<file path="config.mk">
export PLATFORM = sky130hd
export DESIGN_NAME = arc_cell
export DESIGN_NICKNAME = d
export VERILOG_FILES = /design/src/arc_pkg.sv /design/src/arc_cell.sv
export SDC_FILE = /design/constraint.sdc
export NUM_CORES = 1
export LEC_CHECK = 0
export ABC_AREA = 1
export BUFFER_PORTS_ARGS = -buffer_cell sky130_fd_sc_hd__buf_2
export CORE_AREA = 2 2 199 201
export DETAILED_ROUTE_END_ITERATION = 8
export DIE_AREA = 0 0 201 203
export PLACE_DENSITY = 0.68
export SETUP_SLACK_MARGIN = 0.5
export SLEW_MARGIN = 10
export SYNTH_ARGS = -nofsm -noshare
export SYNTH_HDL_FRONTEND = slang
export SYNTH_SLANG_ARGS = --single-unit
</file>
<file path="constraint.sdc">
create_clock -name i_clk -period 5.1 [get_ports i_clk]
set_clock_uncertainty 0.15 [all_clocks]
set_input_delay 0 -clock i_clk [delete_from_list [all_inputs] [get_ports i_clk]]
set_output_delay 0 -clock i_clk [all_outputs]
set_load 0.005 [all_outputs]
</file>
<file path="src/arc_pkg.sv">
`timescale 1ns / 1ps
`default_nettype none
// ----------------------------------------------------------------------------
// Address resolution cache package
// Item types, status codes and the token and write-port structs that travel
// along the row of table cells.
// ----------------------------------------------------------------------------
package arc_pkg;

    localparam int TABLE_DEPTH_DEF = 16;
    localparam int SLOT_IDX_W      = 8;   // holds any cell index up to 255
    localparam int SLOT_W          = 4;
    localparam logic [31:0] MAX_AGE_RESET = 32'd300;

    localparam logic [2:0] ST_HIT       = 3'd0;
    localparam logic [2:0] ST_MISS      = 3'd1;
    localparam logic [2:0] ST_EXPIRED   = 3'd2;
    localparam logic [2:0] ST_REFRESHED = 3'd3;
    localparam logic [2:0] ST_INSERTED  = 3'd4;
    localparam logic [2:0] ST_DROPPED   = 3'd5;

    localparam logic MODE_LOOKUP = 1'b0;
    localparam logic MODE_UPDATE = 1'b1;

    typedef struct packed {
        logic        mode;
        logic [31:0] ip_addr;
        logic [47:0] hw_addr;
        logic [31:0] now_ticks;
    } t_in_item;

    typedef struct packed {
        logic [2:0]        status;
        logic [47:0]       mac_out;
        logic [SLOT_W-1:0] slot;
    } t_out_item;

    // Search token handed from cell to cell.
    typedef struct packed {
        logic                  mode;
        logic [31:0]           ip_addr;
        logic [47:0]           hw_addr;
        logic [31:0]           now_ticks;
        logic                  found;
        logic                  fresh;
        logic [SLOT_IDX_W-1:0] slot;
        logic                  free_found;
        logic [SLOT_IDX_W-1:0] free_slot;
        logic [47:0]           mac_res;
    } t_tok;

    // Insert write broadcast to all cells.
    typedef struct packed {
        logic                  en;
        logic [SLOT_IDX_W-1:0] slot;
        logic [31:0]           ip_addr;
        logic [47:0]           hw_addr;
        logic [31:0]           stamp;
    } t_ins;

endpackage
`default_nettype wire

</file>
<file path="src/arc_cell.sv">
`timescale 1ns / 1ps
`default_nettype none
// ----------------------------------------------------------------------------
// Address resolution cache cell
// Holds one table entry, checks the passing search token against it and
// hands the token on to the next cell through its output register.
// ----------------------------------------------------------------------------
module arc_cell
    import arc_pkg::*;
#(
    parameter int CELL_IDX = 0
) (
    input  wire logic        i_clk,
    input  wire logic        i_rst_n,
    input  wire logic [31:0] i_max_age,
    input  wire t_ins        i_ins,
    input  wire logic        i_tok_valid,
    input  wire t_tok        i_tok,
    output logic             o_tok_valid,
    output t_tok             o_tok
);

    localparam logic [SLOT_IDX_W-1:0] MY_IDX = SLOT_IDX_W'(CELL_IDX);

    logic        r_valid;
    logic [31:0] r_ip;
    logic [47:0] r_mac;
    logic [31:0] r_stamp;

    logic        match;
    logic [31:0] age;
    logic        fresh;
    logic        claim_free;
    logic        ins_here;
    t_tok        n_tok;

    assign match      = i_tok_valid && !i_tok.found && r_valid && (r_ip == i_tok.ip_addr);
    assign age        = i_tok.now_ticks - r_stamp;
    assign fresh      = age < i_max_age;
    assign claim_free = i_tok_valid && !r_valid && !i_tok.free_found;
    assign ins_here   = i_ins.en && (i_ins.slot == MY_IDX);

    always_comb begin
        n_tok = i_tok;
        if (match) begin
            n_tok.found = 1'b1;
            n_tok.slot  = MY_IDX;
            if (i_tok.mode == MODE_LOOKUP && fresh) begin
                n_tok.fresh   = 1'b1;
                n_tok.mac_res = r_mac;
            end
        end
        if (claim_free) begin
            n_tok.free_found = 1'b1;
            n_tok.free_slot  = MY_IDX;
        end
    end

    always_ff @(posedge i_clk) begin
        if (!i_rst_n) begin
            r_valid     <= 1'b0;
            o_tok_valid <= 1'b0;
        end else begin
            o_tok_valid <= i_tok_valid;
            if (ins_here) begin
                r_valid <= 1'b1;
            end else if (match && i_tok.mode == MODE_LOOKUP && !fresh) begin
                // A stale entry is dropped as soon as a lookup finds it.
                r_valid <= 1'b0;
            end
        end
    end

    always_ff @(posedge i_clk) begin
        o_tok <= n_tok;
        if (ins_here) begin
            r_ip    <= i_ins.ip_addr;
            r_mac   <= i_ins.hw_addr;
            r_stamp <= i_ins.stamp;
        end else if (match && i_tok.mode == MODE_UPDATE) begin
            r_mac   <= i_tok.hw_addr;
            r_stamp <= i_tok.now_ticks;
        end
    end

endmodule
`default_nettype wire

</file>
======== After elaboration in Yosys (flattened, before gate mapping) ========
Index checks and enable logic that the tools add are counted.
storage, ports and cells
  bits in registers ....................... 294
  bits of input ports ..................... 336
  output and inout port bits .............. 181
  word-level logic and storage cells ...... 46
operators by class
  add/sub/neg operators ................... 1
  magnitude comparators ................... 1
  eq/ne operators ......................... 1
  multiplexer cells ....................... 10
  bitwise operators ....................... 1
  reduce and logical (&&, ||, !) cells .... 17
operators by type and width
  operator              count
  two-way mux 48 bit    4
  two-way mux 32 bit    2
  equality test 32 bit  1
  < comparator 32 bit   1
  subtractor 32 bit     1
  logical AND 1 bit     10
  two-way mux 9 bit     1
  zero test 8 bit       1
  zero test 1 bit       4
  nonzero test 2 bit    2
  two-way mux 1 bit     3
  inverter 1 bit        1

======== Depth between registers and ports, before layout ========
Gate-level depths: netlist (run 1).
  word-level depth ........................ 8
  depth in mapped cells ................... 27
  depth with buffers taken out ............ 25

======== Worst setup path before layout (run 1) ========
No wires, ideal clock.
  path type ............................... register to register
  start point ............................. register r_ip[28]
  end point ............................... register r_mac[0] (enable)
  library setup time ...................... 441 ps
  data arrival time ....................... 2,966 ps
  data required time ...................... 4,509 ps
  slack ................................... 1,543 ps
  cell stages (with the launch flop) ...... 10
  path buffers ............................ 0
  clock period less this slack ............ 3,557 ps
  path through ............................ edfxtp_1 nand2_1 nand2_1 nor2_1 nand2_1 nor2_1 nand3_1 nor2_1 nand2_1 nand2_1
on the way
  cells in the longest elaborated chain, start to end .. 4
RTL lines
  item                                 RTL line        RTL
  start, declared                      arc_cell.sv:26  logic [31:0] r_ip;
  start signal, assigned               arc_cell.sv:77  r_ip <= i_ins.ip_addr;
  equality test 32 bit                 arc_cell.sv:37  assign match = i_tok_valid && !i_tok.found && r_valid && (r_ip == i_tok.ip_addr);
  logical AND 1 bit                    arc_cell.sv:37
  logical AND 1 bit                    arc_cell.sv:80  end else if (match && i_tok.mode == MODE_UPDATE) begin
  nonzero test 2 bit (no source line)  --
  end signal, assigned                 arc_cell.sv:78  r_mac <= i_ins.hw_addr;
  end signal, assigned                 arc_cell.sv:81  r_mac <= i_tok.hw_addr;
  end, declared                        arc_cell.sv:27  logic [47:0] r_mac;
No other way between the ends.
A chain may end at the register's enable or synchronous reset.

==> results list, run 1 <==
- R2r setup slk: 1.06 ns
- The run finished with clean final reports.
* Length in cells of the worst reg-to-reg path: 23
- In the synthesized netlist the async set-or-reset flop fraction comes to 0%.
* Layout filler cell count: 3252
- Hold Path Depth: 2
- Clock sinks: 294
- Along the worst path, the maximum fanout reaches 48.
* Maximum number of pins on one net before global-route repair: 83
- Final-layout setup total negative slack: 0 ns
- The tool flagged a number of max-cap violations equal to 0.
- Stage delay of the slowest cell on the critical path: 0.40 ns
- Clk Latency, worst-skew pair: 0.53 ns
- Maximum ir drop on the vdd rail: 0.210 mV
- I/O Pins: 517
* Slowest-stage cell, CP: sky130_fd_sc_hd__fa_1
- The synthesized netlist occupies a cell area of 12100 sq um.
* TritonCTS clock tree: yes
* Final critical-path required period: 4.04 ns
- Post-synthesis sequential area ratio: 58.1%
* Worst Slack Setup Final: 1.06 ns
- In the final layout, the multi-input gates occupy 4360 sq um.
- The die is 203 um tall.
- Global-route total usage across every layer: 24.8%
- Hold Startpoint: i_tok[172]
- Detailed placement ended at an HPWL of 33.4 mm.
- Register cell area after layout: 7010 sq um
- Using the TritonRoute via totals, the vias-per-cell ratio works out to 4.61.
- The die covers 40800 sq um.
* Min-delay worst type: in2reg
- Yosys cell types: 35
- Summed over all layers, the global routing overflow is 0.
- Mean cell area of the mapped netlist: 8.82 sq um
- Leakage power figure: 10.2 nW
- Setup Slack @ Placement: 0.798 ns
* Largest buffer count on any clock path: 3
- Slew headroom: 26.5%
- Once layout is complete, the utilization of the core stands at 53.2%.
* Arrival @ worst endpoint: 4.35 ns
- In the routed design, unresolved DRC markers number 0.
* Slew at the pin with the worst max-slew slack: 1.10 ns
* ANT nets after route: 0
- Global placer's final weighted congestion: 0.928
- Kind of cell with the highest combined delay on the critical path: simple AND/OR/NAND/NOR gates
* Nets@finish: 2702
* Setup-failing EPs final: 0
* Worst Setup SP: r_stamp[0]$_DFFE_PP_
- Required @ worst endpoint: 5.41 ns
* Count of flip-flops with a built-in enable after synthesis: 112
* Post-CTS Setup Inserts: 0
- The final max-slew violation count was 0.
* Buffers and inverters on the worst path: 3
* Worst-path clk slew: 0.06 ns
- Dividing the final minimum period by the clock period gives 79.3%.
- Global-route wire length before repair: 78.1 mm
- Iteration-0 DRC Markers: 988
* Total wire length: 51.8 mm
- The worst setup path is of the reg2reg kind.
- TritonCTS buffer count: 34
- P&R area growth vs syn: 69.7%
- In the synthesized netlist, the number of instances is 1367.
- H-tree depth reported by CTS: 2
- During placement, the flow inserted port buffers numbering 516.
- Power density over the cells: 288 nW/um^2
* Setup crit end kind: flip-flop
- The detailed router placed 13100 vias in this run.
- The top cell types in the final layout, fill and taps aside, are sky130_fd_sc_hd__nand2_1, sky130_fd_sc_hd__buf_2, sky130_fd_sc_hd__dlygate4sd3_1.
- For this run, the detailed router's first-pass iteration total came to 5.
* Antenna violations before repair: 7
- Startpoint of the most critical register-to-register path: r_stamp[0]$_DFFE_PP_
* FMAX: 0.247 GHz
* Post-synth top flop: sky130_fd_sc_hd__dfxtp_1
- Placement Rows: 72
- After floorplanning, the core was sized to cover 38500 sq um.
- Counting every net in the synthesized netlist gives 1766.
- CP dominant cell by count: sky130_fd_sc_hd__nand2_1
- Once the floorplan was initialized, standard cells occupied 31.4% of the core.
- Launching element type of the critical path: flip-flop
- Per-cell routed wire length: 18.2 um
- After routing the design area is 20500 sq um.
* Ordered cell list for the critical path: ha_1, inv_1, fa_1, nand2_1, nand2_1, o21ai_0, inv_1, nand3_1, nand3_1, nand2_1, nand2_1, nand2_1, nand2_1, xor2_1, ha_1, nand4_1, nor3_1, and3_1, nand2_1, nand3_2, buf_6, nand2_1, nand2_1
* Leading cell type in the layout, fill and taps excluded: sky130_fd_sc_hd__nand2_1
- The path with the worst hold slack has its endpoint at o_tok[172]$_DFF_P_.
- After synthesis the netlist holds a flip-flop and latch count of 294.
- Clock Root Buffer: sky130_fd_sc_hd__clkbuf_16
- The die is 201 um wide.
- The number of hold violations in the final report is 0.
* Placed Area: 15300 sq um
- Synth warn: 0
- In the final layout, the share of cells above drive strength 1 is 25.2%.
- Destination of the worst register-to-register timing path: o_tok[39]$_DFF_P_
- Setup repair after global routing left no endpoint under its margin.
* Number of global-route vias before repair: 14000
## routing by layer
layer / global-route usage, % / share of wire (%) / vias up
met2: 43.2 / 49 / 694
li1: - / - / 6173
met5: 0 / 0.029 / -
met3: 4.75 / 6.6 / 191
met4: 15.3 / 5.9 / 2
met1: 28.2 / 38 / 6085
## sequential cells by signal (all words and copies together), names as in the netlist
register / cells
r_ip: 32
o_tok_valid: 1
r_valid: 1
o_tok: 180
r_stamp: 32
r_mac: 48
## cell families after synthesis
family / share of synthesized area [%]
adder cells (fa/ha/maj): 6.60
AND/OR/NAND/NOR: 22.1
AO/OA/AOI/OAI: 4.69
XOR/XNOR: 2.61
buffers and inverters: 5.91
flip-flops: 58.1
## worst reg2reg max path, cell delays in order, from the launching register on
cell	delay (ns)
sky130_fd_sc_hd__edfxtp_1	0.33
sky130_fd_sc_hd__ha_1	0.15
sky130_fd_sc_hd__inv_1	0.07
sky130_fd_sc_hd__fa_1	0.40
sky130_fd_sc_hd__nand2_1	0.08
sky130_fd_sc_hd__nand2_1	0.05
sky130_fd_sc_hd__o21ai_0	0.21
sky130_fd_sc_hd__inv_1	0.12
sky130_fd_sc_hd__nand3_1	0.10
sky130_fd_sc_hd__nand3_1	0.17
sky130_fd_sc_hd__nand2_1	0.10
sky130_fd_sc_hd__nand2_1	0.07
sky130_fd_sc_hd__nand2_1	0.07
sky130_fd_sc_hd__nand2_1	0.08
sky130_fd_sc_hd__xor2_1	0.17
sky130_fd_sc_hd__ha_1	0.29
sky130_fd_sc_hd__nand4_1	0.11
sky130_fd_sc_hd__nor3_1	0.24
sky130_fd_sc_hd__and3_1	0.20
sky130_fd_sc_hd__nand2_1	0.07
sky130_fd_sc_hd__nand3_2	0.13
sky130_fd_sc_hd__buf_6	0.36
sky130_fd_sc_hd__nand2_1	0.16
sky130_fd_sc_hd__nand2_1	0.10
## report_power, final
part           switching (mW)  total [mW]  internal (mW)
Sequential             0.0298        2.54           2.51
Clock                    1.01        2.53           1.52
Combinational           0.373       0.834          0.461
Total                    1.41        5.91           4.49
## worst max path at each step
| stage | endpoint | cells past startpoint | slack (ns) |
|---|---|---|---|
| global placement | o_tok[17]$_DFF_P_ | 21 | 1.04 |
| global route | o_tok[39]$_DFF_P_ | 25 | 0.60 |
| detailed placement | o_tok[38]$_DFF_P_ | 21 | 0.80 |
| floorplan | r_mac[0]$_DFFE_PP_ | 9 | 1.54 |
| finish | o_tok[39]$_DFF_P_ | 23 | 1.06 |
| CTS | o_tok[38]$_DFF_P_ | 21 | 0.79 |
## per-stage QoR
step,total power [mW],hold slack (ns),std cells
finish,5.91,0.0272,2850
floorplan,2.82,-0.122,1367
global route,6.11,0.0128,2850
global placement,3.13,-0.0322,2382
detailed placement,3.14,-0.0324,2382
CTS,5.91,0.00261,2845
## layout make-up
type	count	share of cell area, %
sequential	294	34.2
multi-input combinational	888	21.3
antenna	5	0.0611
clock buffer	44	5.00
clock inverter	16	0.660
timing repair buffer	926	32.6
tap	518	3.17
inverter	159	2.94
## synth_stat cells, types with 2 or more instances
cell                       number  share of area (%)
sky130_fd_sc_hd__a21o_1         8               0.50
sky130_fd_sc_hd__dfxtp_1      182                 30
sky130_fd_sc_hd__xnor2_1       19                1.4
sky130_fd_sc_hd__buf_2          6               0.25
sky130_fd_sc_hd__xor2_1        17                1.2
sky130_fd_sc_hd__inv_1        157                4.9
sky130_fd_sc_hd__a21boi_0       2               0.12
sky130_fd_sc_hd__inv_2          2              0.062
sky130_fd_sc_hd__o21ai_0       22               0.91
sky130_fd_sc_hd__nor3_1         5               0.21
sky130_fd_sc_hd__nand3b_1       4               0.25
sky130_fd_sc_hd__nand3_1       23               0.95
sky130_fd_sc_hd__buf_1          8               0.25
sky130_fd_sc_hd__clkbuf_1      10               0.31
sky130_fd_sc_hd__edfxtp_1     112                 28
sky130_fd_sc_hd__ha_1          62                6.4
sky130_fd_sc_hd__a21oi_1       53                2.2
sky130_fd_sc_hd__o21ai_1        2              0.083
sky130_fd_sc_hd__nand2_1      576                 18
sky130_fd_sc_hd__o21a_1         7               0.44
sky130_fd_sc_hd__nor2_1        70                2.2
sky130_fd_sc_hd__nand4_1        4               0.21
sky130_fd_sc_hd__o21bai_1       4               0.25
## what timing repair did
item | in CTS | in global routing
endpoints found under the hold margin | 294 | 0
setup endpoints to repair | 0 | 49
hold buffers | 403 | 0
resized for setup | 0 | 5
(Power assumes the default switching activity.)
==> inputs of run 2 (changes only) <==
ABC_AREA = 0   (was 1)
CORE_AREA = 2 2 202 204   (was 2 2 199 201)
DIE_AREA = 0 0 204 206   (was 0 0 201 203)
PLACE_DENSITY = 0.69   (was 0.68)
clock period = 3.4 ns   (was 5.1 ns; I/O delays follow)
==> run 2 against run 1 <==
Effect of this change:
- the flow now stops in 4_1_cts
- synthesized cell count down 20%
- area after synthesis down 1.3%
==> results list, run 2 <==
* Result of the run: did not finish
- The flow halted during 4_1_cts.
- First reported error: [ERROR RSZ-0060] Max buffer count reached.
- The total of warnings raised by yosys was 0 (unchanged).
- Yosys cell types: 53 (+51%)
- Post-CTS Setup Inserts: 8 (+8)
- Share of async-settable or async-resettable flops after synthesis: 0% (unchanged)
- The synthesis-stage register bit count was 294 (unchanged).
* Number of hold buffers added after cts: 460 (+14%)
- The largest buffer count on any clock path came to 3 (unchanged).
- TritonCTS buffer count: 31 (-8.8%)
- Half-perimeter wire length after placement: 31.9 mm (-4.7%)
- The number of top-level pins came to 517 (unchanged).
* Clock sinks: 294 (unchanged)
* Count of buffers from port buffering: 516 (unchanged)
- Placed Area: 16000 sq um (+5.1%)
- The total of cells resized after clock tree synthesis came to 32 (+32).
- The post-synthesis cell count is 1096 (-20%).
* Starting density of the core: 29.6% (-1.7 points)
* Cell accounting for the most synthesized area: sky130_fd_sc_hd__dfxtp_1
- The synthesized netlist net count came to 1495 (-15%).
- The number of flops mapped to enable cells by yosys came to 112 (unchanged).
- The number of core rows was 74 (+2.8%).
* Cell with the most instances after synthesis: sky130_fd_sc_hd__nand2_1
- Among all flip-flop cells after synthesis, the most frequent one is sky130_fd_sc_hd__dfxtp_1.
- The maximum level of the CTS H-tree is 1 (-1).
- CTS placed an instance of sky130_fd_sc_hd__clkbuf_16 at the clock tree root.
* Top cell types by occurrence after synthesis: sky130_fd_sc_hd__nand2_1, sky130_fd_sc_hd__dfxtp_1, sky130_fd_sc_hd__edfxtp_1
- The total standard cell area after synthesis is 11900 sq um (-1.3%).
* Vertical extent of the die: 206 um (+1.5%)
* Mean cell area of the mapped netlist: 10.9 sq um (+23%)
* Global placer's final weighted congestion: 0.931 (+0.36%)
- Post-synthesis sequential area ratio: 58.8% (+0.74 points)
* Fraction of synthesized cell area taken by the top area cell type: 30.6% (+0.39 points)
- In the post-synthesis netlist, the biggest area contributors are sky130_fd_sc_hd__dfxtp_1, sky130_fd_sc_hd__edfxtp_1, sky130_fd_sc_hd__nand2_1, sky130_fd_sc_hd__ha_1, sky130_fd_sc_hd__mux2_2.
- Chip Width: 204 um (+1.5%)
run 2: cell types whose count changed after synthesis, moves of 20 or more:
| cell | previous run | this run |
|---|---|---|
| sky130_fd_sc_hd__nand4_1 | 4 | 24 |
| sky130_fd_sc_hd__nor2_1 | 70 | 24 |
| sky130_fd_sc_hd__nand2_1 | 576 | 272 |
| sky130_fd_sc_hd__clkbuf_1 | 10 | 32 |
| sky130_fd_sc_hd__a21o_1 | 8 | 30 |
| sky130_fd_sc_hd__xnor2_1 | 19 | 46 |
| sky130_fd_sc_hd__mux2_2 | 0 | 39 |
| sky130_fd_sc_hd__inv_1 | 157 | 70 |
run 2: cell families after synthesis:
kind of cell	Yosys count	synth area share, %
fa+ha+maj	63	6.68
compound gates	131	7.05
xor+xnor	58	4.27
mux	49	4.91
simple gates	393	14.7
buf+inv	108	3.56
flops	294	58.8
run 2: stage by stage:
stage / hold WS, ns / instances / TNS, ns / setup WS (ns)
floorplan: -0.122 / 1096 / -31.56 / -0.754
global placement: -0.0333 / 2224 / -55.68 / -1.15
detailed placement: -0.0315 / 2224 / -59.73 / -1.23
==> inputs of run 3 (changes only) <==
CORE_AREA = not set   (was 2 2 202 204)
CORE_UTILIZATION = 30   (was not set)
DIE_AREA = not set   (was 0 0 204 206)
PLACE_DENSITY = not set   (was 0.69)
PLACE_DENSITY_LB_ADDON = 0.15   (was not set)
SETUP_SLACK_MARGIN = not set   (was 0.5)
clock period = 4.4 ns   (was 3.4 ns; I/O delays follow)
==> run 3 against run 2 <==
Effect of this change:
- the flow now finishes, with violations (setup timing)
- area after synthesis did not move
- synthesized cell count did not move
==> results list, run 3 <==
* Worst hold slack: 0.0264 ns
* Synth warn: 0 (unchanged)
* Via-per-instance ratio: 4.45
* Worst-path clk slew: 0.06 ns
- The tightest min-delay check is of the in2reg type.
- Once routing completed, OpenROAD measured the worst setup slack at -0.115 ns.
* Placed Area: 15600 sq um (-2.7%)
- Layout Utilization: 55.3%
* Maximum ir drop on the vdd rail: 0.352 mV
- Registers with the most flip-flops: o_tok x180, r_mac x48
* Global placer's final weighted congestion: 0.895 (-3.9%)
- Counting cells, the worst reg-to-reg path comes to 21.
- Fraction of synthesized cell area taken by the top area cell type: 30.6% (unchanged)
* Clock Root Buffer: sky130_fd_sc_hd__clkbuf_16
* Stage delay of the slowest cell on the critical path: 0.41 ns
- Count of unresolved DRC violations after routing: 0
- The largest buffer count on any clock path is 3 (unchanged).
- Count of buffers from port buffering: 516 (unchanged)
* Most used cells in the layout excluding fill and tap cells: sky130_fd_sc_hd__buf_2, sky130_fd_sc_hd__dlygate4sd3_1, sky130_fd_sc_hd__nand2_1
- Number of maximum-capacitance violations: 0
- Traced cell by cell, the critical path runs through inv_2, ha_4, nor2b_4, o2111ai_2, a21oi_2, o41ai_4, nor2_2, o41ai_2, xnor2_1, ha_1, a21o_1, a21o_1, a21oi_2, nor3_4, a2111oi_4, buf_4, nand4b_4, buf_12, buf_12, clkbuf_16, mux2_2.
- Among all stages on the critical path, the largest delay is contributed by sky130_fd_sc_hd__o41ai_2.
* Chip Width: 201 um (-1.3%)
- Result of the run: finished, violations left
- Largest reg by FF count: o_tok
- Number of flip-flops under the largest register name: 180
- The via count of the first global-routing pass is 12900.
- Hold Path Depth: 2
- Setup violations remaining at the end of the flow were counted as 22.
* Iteration-0 DRC Markers: 492
* Startpoint of the most critical register-to-register path: r_stamp[1]$_DFFE_PP_
- The die outline height came to 201 um (-2.3%).
- From synthesis to final layout, the design area changed by 80.7%.
* Power density over the cells: 318 nW/um^2
* Leading cell type in the layout, fill and taps excluded: sky130_fd_sc_hd__buf_2
- Together, buffers and inverters on the worst path number 5.
- Slew headroom: 55.5%
- Launching element type of the critical path: flip-flop
* Core area: 38900 sq um
- By startpoint and endpoint, the worst setup path is classified as reg2reg.
- For the pin with the worst max-slew slack, the measured transition is 0.668 ns.
* Layout filler cell count: 3307
* Post-route cell area: 21500 sq um
* H-tree depth reported by CTS: 2 (+1)
* FMAX: 0.221 GHz
* ANT nets after route: 0
- Total grt overflow: 0
- Final-layout setup total negative slack: -1.35 ns
- Mean cell area of the mapped netlist: 10.9 sq um (unchanged)
- At the worst endpoint, the required time is 4.68 ns.
- Post-route clock period utilization: 103%
- Setup crit end kind: flip-flop
- Data on the critical path arrives at its endpoint at 4.79 ns.
* Post-synthesis sequential element count: 294 (unchanged)
- The critical path starts at r_stamp[1]$_DFFE_PP_.
* Post-synthesis sequential area ratio: 58.8% (unchanged)
- At the later pin of the worst-skew pair, clock insertion delay measures 0.54 ns.
- TritonCTS buffer count: 35 (+13%)
* Final-report max-slew violation count: 0
- Global-route total usage across every layer: 22.1%
- For this design the static power due to leakage is 10.1 nW.
- CP Depth: 21
- TritonCTS clock tree: yes
* Half-perimeter wire length after placement: 30.4 mm (-4.5%)
- The number of core rows came to 72 (-2.7%).
- Cell count after synthesis: 1096 (unchanged)
- Max FO, Critical Path: 7
* First-pass iteration count of the detailed router: 5
- Count of flip-flops with a built-in enable after synthesis: 112 (unchanged)
* Post-Layout Cell Count: 2678
- The synthesized netlist net count came to 1495 (unchanged).
- Proportion of layout cells with a drive suffix above 1: 34.6%
- Starting density of the core: 30.6% (+0.96 points)
- The async set or reset register ratio after synthesis came to 0% (unchanged).
* R2r setup slk: -0.12 ns
- Setup repair after global routing could not meet its margin everywhere.
- The number of top-level pins came to 517 (unchanged).
* Number of vias after detailed routing: 11900
* Final critical-path required period: 4.52 ns
- Sorting the synthesized cells by area gives the leading types as sky130_fd_sc_hd__dfxtp_1, sky130_fd_sc_hd__edfxtp_1, sky130_fd_sc_hd__nand2_1, sky130_fd_sc_hd__ha_1, sky130_fd_sc_hd__mux2_2.
- Entering global routing, the biggest net connects 68 pins.
- The number of antenna violations at the first check in global routing is 2.
* Crit path to: o_tok[18]$_DFF_P_
- The first global-routing pass estimated 69.7 mm of wire.
- Top cell types by occurrence after synthesis: sky130_fd_sc_hd__nand2_1, sky130_fd_sc_hd__dfxtp_1, sky130_fd_sc_hd__edfxtp_1
- The number of cells after detailed placement came to 2164 (-2.7%).
* Number of hold-slack violations in the final timing report: 0
- Destination of the worst register-to-register timing path: o_tok[18]$_DFF_P_
- DIE AREA: 40500 sq um
- After detailed routing, the average wire length per cell comes to 16.9 um.
- Nets@finish: 2533
* Violations in the final reports: setup timing
- The total standard cell area after synthesis was 11900 sq um (unchanged).
- The post-synthesis cell type count came to 53 (unchanged).
- Cell accounting for the most synthesized area: sky130_fd_sc_hd__dfxtp_1
- In the post-synthesis netlist, the cell with the most instances is sky130_fd_sc_hd__nand2_1.
* Kind of cell with the highest combined delay on the critical path: compound AO/OA/AOI/OAI gates
- For this block, the routed nets add up to 45.2 mm of wire.
* Post-synth top flop: sky130_fd_sc_hd__dfxtp_1
- Clock sinks: 294 (unchanged)
run 3: cell counts after synthesis:
Identical to the previous run, type by type.
run 3: worst register-to-register path, cell delays in order (launching register included):
cell and delay (ns):
sky130_fd_sc_hd__edfxtp_1 0.37, sky130_fd_sc_hd__inv_2 0.09, sky130_fd_sc_hd__ha_4 0.19, sky130_fd_sc_hd__nor2b_4 0.12
sky130_fd_sc_hd__o2111ai_2 0.22, sky130_fd_sc_hd__a21oi_2 0.12, sky130_fd_sc_hd__o41ai_4 0.35, sky130_fd_sc_hd__nor2_2 0.09
sky130_fd_sc_hd__o41ai_2 0.41, sky130_fd_sc_hd__xnor2_1 0.13, sky130_fd_sc_hd__ha_1 0.33, sky130_fd_sc_hd__a21o_1 0.18
sky130_fd_sc_hd__a21o_1 0.16, sky130_fd_sc_hd__a21oi_2 0.19, sky130_fd_sc_hd__nor3_4 0.06, sky130_fd_sc_hd__a2111oi_4 0.26
sky130_fd_sc_hd__buf_4 0.17, sky130_fd_sc_hd__nand4b_4 0.10, sky130_fd_sc_hd__buf_12 0.18, sky130_fd_sc_hd__buf_12 0.14
sky130_fd_sc_hd__clkbuf_16 0.15, sky130_fd_sc_hd__mux2_2 0.26
run 3: how the worst min path moves through the flow:
stage,from,to,slack [ns]
finish,i_ins[107],r_ip[27]$_DFFE_PP_,0.03
detailed placement,i_tok[140],o_tok[140]$_DFF_P_,-0.03
global placement,i_tok[125],o_tok[125]$_DFF_P_,-0.03
CTS,i_ins[109],r_ip[29]$_DFFE_PP_,0.00002
global route,i_tok[98],o_tok[98]$_DFF_P_,0.006
floorplan,i_tok[100],o_tok[100]$_DFF_P_,-0.12
run 3: repair_timing:
action / CTS / global route
pin swaps: 27 / 14
endpoints found under the setup margin: 48 / 49
hold endpoints to repair: 294 / 0
cloned: 2 / 1
gates resized for setup: 39 / 19
hold buffers: 440 / 0
setup buffers: 5 / 4
run 3: stage by stage:
step,setup WS [ns],total power [mW]
5_1_grt,-0.296,7.11
2_1_floorplan,0.0570,3.29
3_5_place_dp,-0.293,3.68
3_3_place_gp,-0.216,3.68
4_1_cts,-0.102,6.87
6_report,-0.115,6.84
run 3: power breakdown:
group | leakage (nW) | internal, mW | switching, mW
combinational | 7.01 | 0.628 | 0.425
sequential | 2.54 | 2.91 | 0.0266
clock | 0.544 | 1.68 | 1.16
total | 10.1 | 5.22 | 1.62
run 3: layout make-up:
cell class | count | area, sq um | area share (%)
repair buffers | 1039 | 7730 | 35.9
flip-flops and latches | 294 | 7010 | 32.5
multi-input cells | 694 | 4760 | 22.1
clock buffers | 49 | 980 | 4.55
well taps | 518 | 648 | 3.01
inverters | 70 | 265 | 1.23
clock inverters | 13 | 131 | 0.610
diodes | 1 | 2.50 | 0.0116
run 3: kinds of logic (layout without fill, tap and decap cells):
kind of cell / Yosys count / after routing / synth area share (%)
mux: 49 / 49 / 4.91
flops: 294 / 294 / 58.8
fa+ha+maj: 63 / 63 / 6.68
xor+xnor: 58 / 58 / 4.27
simple gates: 393 / 393 / 14.7
compound gates: 131 / 131 / 7.05
other cells: 0 / 1 / 0
buf+inv: 108 / 1171 / 3.56
run 3: routing by layer:
metal	vias to the layer above	track usage, %	share of wire [%]
met3	114	4.99	5.9
met5	-	0	0.029
met2	419	39.7	50
met4	2	10.3	4.2
met1	5567	24.7	40
li1	5818	-	-
==> inputs of run 4 (changes only) <==
CORE_ASPECT_RATIO = 0.9   (was not set)
==> run 4 against run 3 <==
Effect of this change:
- the flow now finishes without violations
- clock power shrank 4%
- critical path depth unchanged
- register-to-register slack better by 0.13 ns
- routed wire length up 2.9%
==> results list, run 4 (synthesis results as in run 3) <==
- The total setup violations reported at the end of the flow is 0 (-100%).
* Global-route total usage across every layer: 22.4% (+0.29 points)
* Number of global-route vias before repair: 12600 (-2.3%)
* DIE AREA: 40500 sq um (about the same)
* Vertical extent of the die: 191 um (-5.1%)
- Final-report max-slew violation count: 0 (unchanged)
* Required @ worst endpoint: 4.68 ns (about the same)
- The final wirelength came to 46.5 mm (+2.9%).
* Result of the run: completed
- Post-route cell area: 21200 sq um (-1.4%)
- The number of detailed-route iterations in the first pass is 5 (unchanged).
* Number of hold-slack violations in the final timing report: 0 (unchanged)
* Per-cell routed wire length: 17.5 um (+3.6%)
- The first-pass GRT wire length is 68.6 mm (-1.5%).
* Count of buffers from port buffering: 516 (unchanged)
* Worst-path clk slew: 0.06 ns (about the same)
- The routed via count divided by cell count came to 4.50 (+1.1%).
* Critical path class: reg2reg
- The worst-case headroom to the max-slew limit came to 35.7% (-20 points).
- The cell leakage power was 9.91 nW (-1.8%).
- TritonCTS clock tree: yes
* Placement Rows: 68 (-5.6%)
* Layout filler cell count: 3343 (+1.1%)
- The ratio of cells with drive above 1 in the final layout came to 34.4% (-0.23 points).
* H-tree depth reported by CTS: 2 (unchanged)
- FMAX: 0.228 GHz (+2.9%)
- The clock latency at the later pin of the worst-skew pair was 0.54 ns (about the same).
- The clock period minus worst slack was 4.39 ns (-0.129 ns).
- Max FO, Critical Path: 8 (+1)
- The number of top-level pins came to 517 (unchanged).
* Placed Area: 15500 sq um (-0.62%)
* Starting density of the core: 30.8% (+0.16 points)
- Setup repair after global routing could not meet its margin everywhere.
- ANT nets after route: 0 (unchanged)
* Final-layout setup total negative slack: 0 ns (+1.35 ns)
- The final estimated routing congestion in global placement came to 0.890 (-0.55%).
- Number of maximum-capacitance violations: 0 (unchanged)
- The width of the chip was 212 um (+5.4%).
- TritonCTS buffer count: 34 (-2.9%)
- Maximum number of pins on one net before global-route repair: 61 (-10%)
- Core area: 38700 sq um (-0.53%)
* Clock Root Buffer: sky130_fd_sc_hd__clkbuf_16
- The number of flip-flops under the largest register name is 180 (unchanged).
- Iteration-0 DRC Markers: 434 (-12%)
- The slew at the pin closest to its max-slew limit is 0.962 ns (+0.294 ns).
* Clock sinks: 294 (unchanged)
* Launching element type of the critical path: flip-flop
- The detailed placement HPWL was 31.5 mm (+3.5%).
- The wire length on met2 is 23.1 mm (+1.4%).
* Hold Path Depth: 2 (unchanged)
- Count of unresolved DRC violations after routing: 0 (unchanged)
* Arrival @ worst endpoint: 4.67 ns (-0.12 ns)
- Setup crit end kind: flip-flop
- Length in cells of the worst reg-to-reg path: 21 (unchanged)
- Post-layout power: 6.72 mW (-1.8%)
* Largest reg by FF count: o_tok
- Total grt overflow: 0 (unchanged)
* Highest signal layer in the routed design: met5
* Detailed-routing wirelength on met1: 18.5 mm (+3.3%)
- Power density over the cells: 316 nW/um^2 (-0.44%)
- Met3 Routed Length: 2.84 mm (+6.9%)
- Leading cell type in the layout, fill and taps excluded: sky130_fd_sc_hd__buf_2
- Maximum ir drop on the vdd rail: 0.229 mV (-35%)
* P&R area growth vs syn: 78.3%
- The library cells used most frequently in the layout, excluding fill and tap cells, are sky130_fd_sc_hd__buf_2, sky130_fd_sc_hd__dlygate4sd3_1, sky130_fd_sc_hd__nand2_1.
- Largest buffer count on any clock path: 3 (unchanged)
* Registers with the most flip-flops: o_tok x180, r_mac x48
- Min-delay worst type: in2reg
* Nets@finish: 2501 (-1.3%)
* Post-route clock period utilization: 99.7% (-2.9 points)
- The total via count in the routed design is 12000 (+0.31%).
- Antenna violations before repair: 9 (+7)
-- run 4: metrics by stage --
step           utilization, %  hold slack [ns]  cells  setup WS, ns
2_1_floorplan               -           -0.122   1096        0.0570
5_1_grt                  54.8          0.00830   2655        -0.208
3_5_place_dp             40.1          -0.0326   2157        -0.208
3_3_place_gp             40.1          -0.0333   2157        -0.208
4_1_cts                  54.5         0.000124   2651       -0.0539
6_report                 54.8           0.0263   2658        0.0137
-- run 4: repair_timing --
action	in CTS	in global routing
gates resized for setup	41	22
setup endpoints to repair	48	49
hold endpoints to repair	294	0
hold buffers	424	0
setup buffers	6	0
cloned	3	1
pin swaps	19	4
-- run 4: per-layer routing --
metal,vias to the layer above,global-route usage [%]
met5,-,0
met1,5621,25.8
li1,5774,-
met4,6,10.6
met3,128,4.91
met2,428,39.3
-- run 4: final timing paths --
kind | endpoint | from | slack, ns
setup / recovery | o_tok[45]$_DFF_P_ | r_stamp[3]$_DFFE_PP_ | 0.01
hold / removal | o_tok[98]$_DFF_P_ | i_tok[98] | 0.03
setup reg to reg | o_tok[45]$_DFF_P_ | r_stamp[3]$_DFFE_PP_ | 0.01
hold reg to reg | o_tok[23]$_DFF_P_ | r_mac[23]$_DFFE_PP_ | 0.32
-- run 4: where the power goes --
part,internal [mW],switching (mW)
Sequential,2.91,0.0246
Combinational,0.611,0.422
Clock,1.57,1.17
Total,5.09,1.62
-- run 4: layout make-up --
class,count,area [sq um],area share [%]
Timing Repair Buffer,1008,7490,35.3
Sequential cell,294,7010,33.0
Multi-Input combinational cell,694,4730,22.3
Clock buffer,51,987,4.65
Tap cell,525,657,3.09
Inverter,70,265,1.25
Clock inverter,10,78.8,0.371
Antenna cell,6,15.0,0.0707
-- run 4: worst max-delay path, stage by stage, from the launching register on --
cell and delay [ns]:
sky130_fd_sc_hd__edfxtp_1 0.36, sky130_fd_sc_hd__inv_1 0.09, sky130_fd_sc_hd__ha_4 0.21, sky130_fd_sc_hd__a21o_1 0.18, sky130_fd_sc_hd__a21oi_2 0.17, sky130_fd_sc_hd__a21oi_2 0.09
sky130_fd_sc_hd__o41ai_2 0.32, sky130_fd_sc_hd__buf_4 0.17, sky130_fd_sc_hd__nor2_1 0.05, sky130_fd_sc_hd__o41ai_2 0.26, sky130_fd_sc_hd__xnor2_1 0.17, sky130_fd_sc_hd__ha_1 0.26
sky130_fd_sc_hd__a21o_1 0.16, sky130_fd_sc_hd__a21o_1 0.18, sky130_fd_sc_hd__a21oi_2 0.15, sky130_fd_sc_hd__nor3_2 0.06, sky130_fd_sc_hd__a2111oi_2 0.27, sky130_fd_sc_hd__buf_4 0.18
sky130_fd_sc_hd__nand4b_4 0.16, sky130_fd_sc_hd__buf_6 0.19, sky130_fd_sc_hd__buf_12 0.14, sky130_fd_sc_hd__mux2_4 0.29
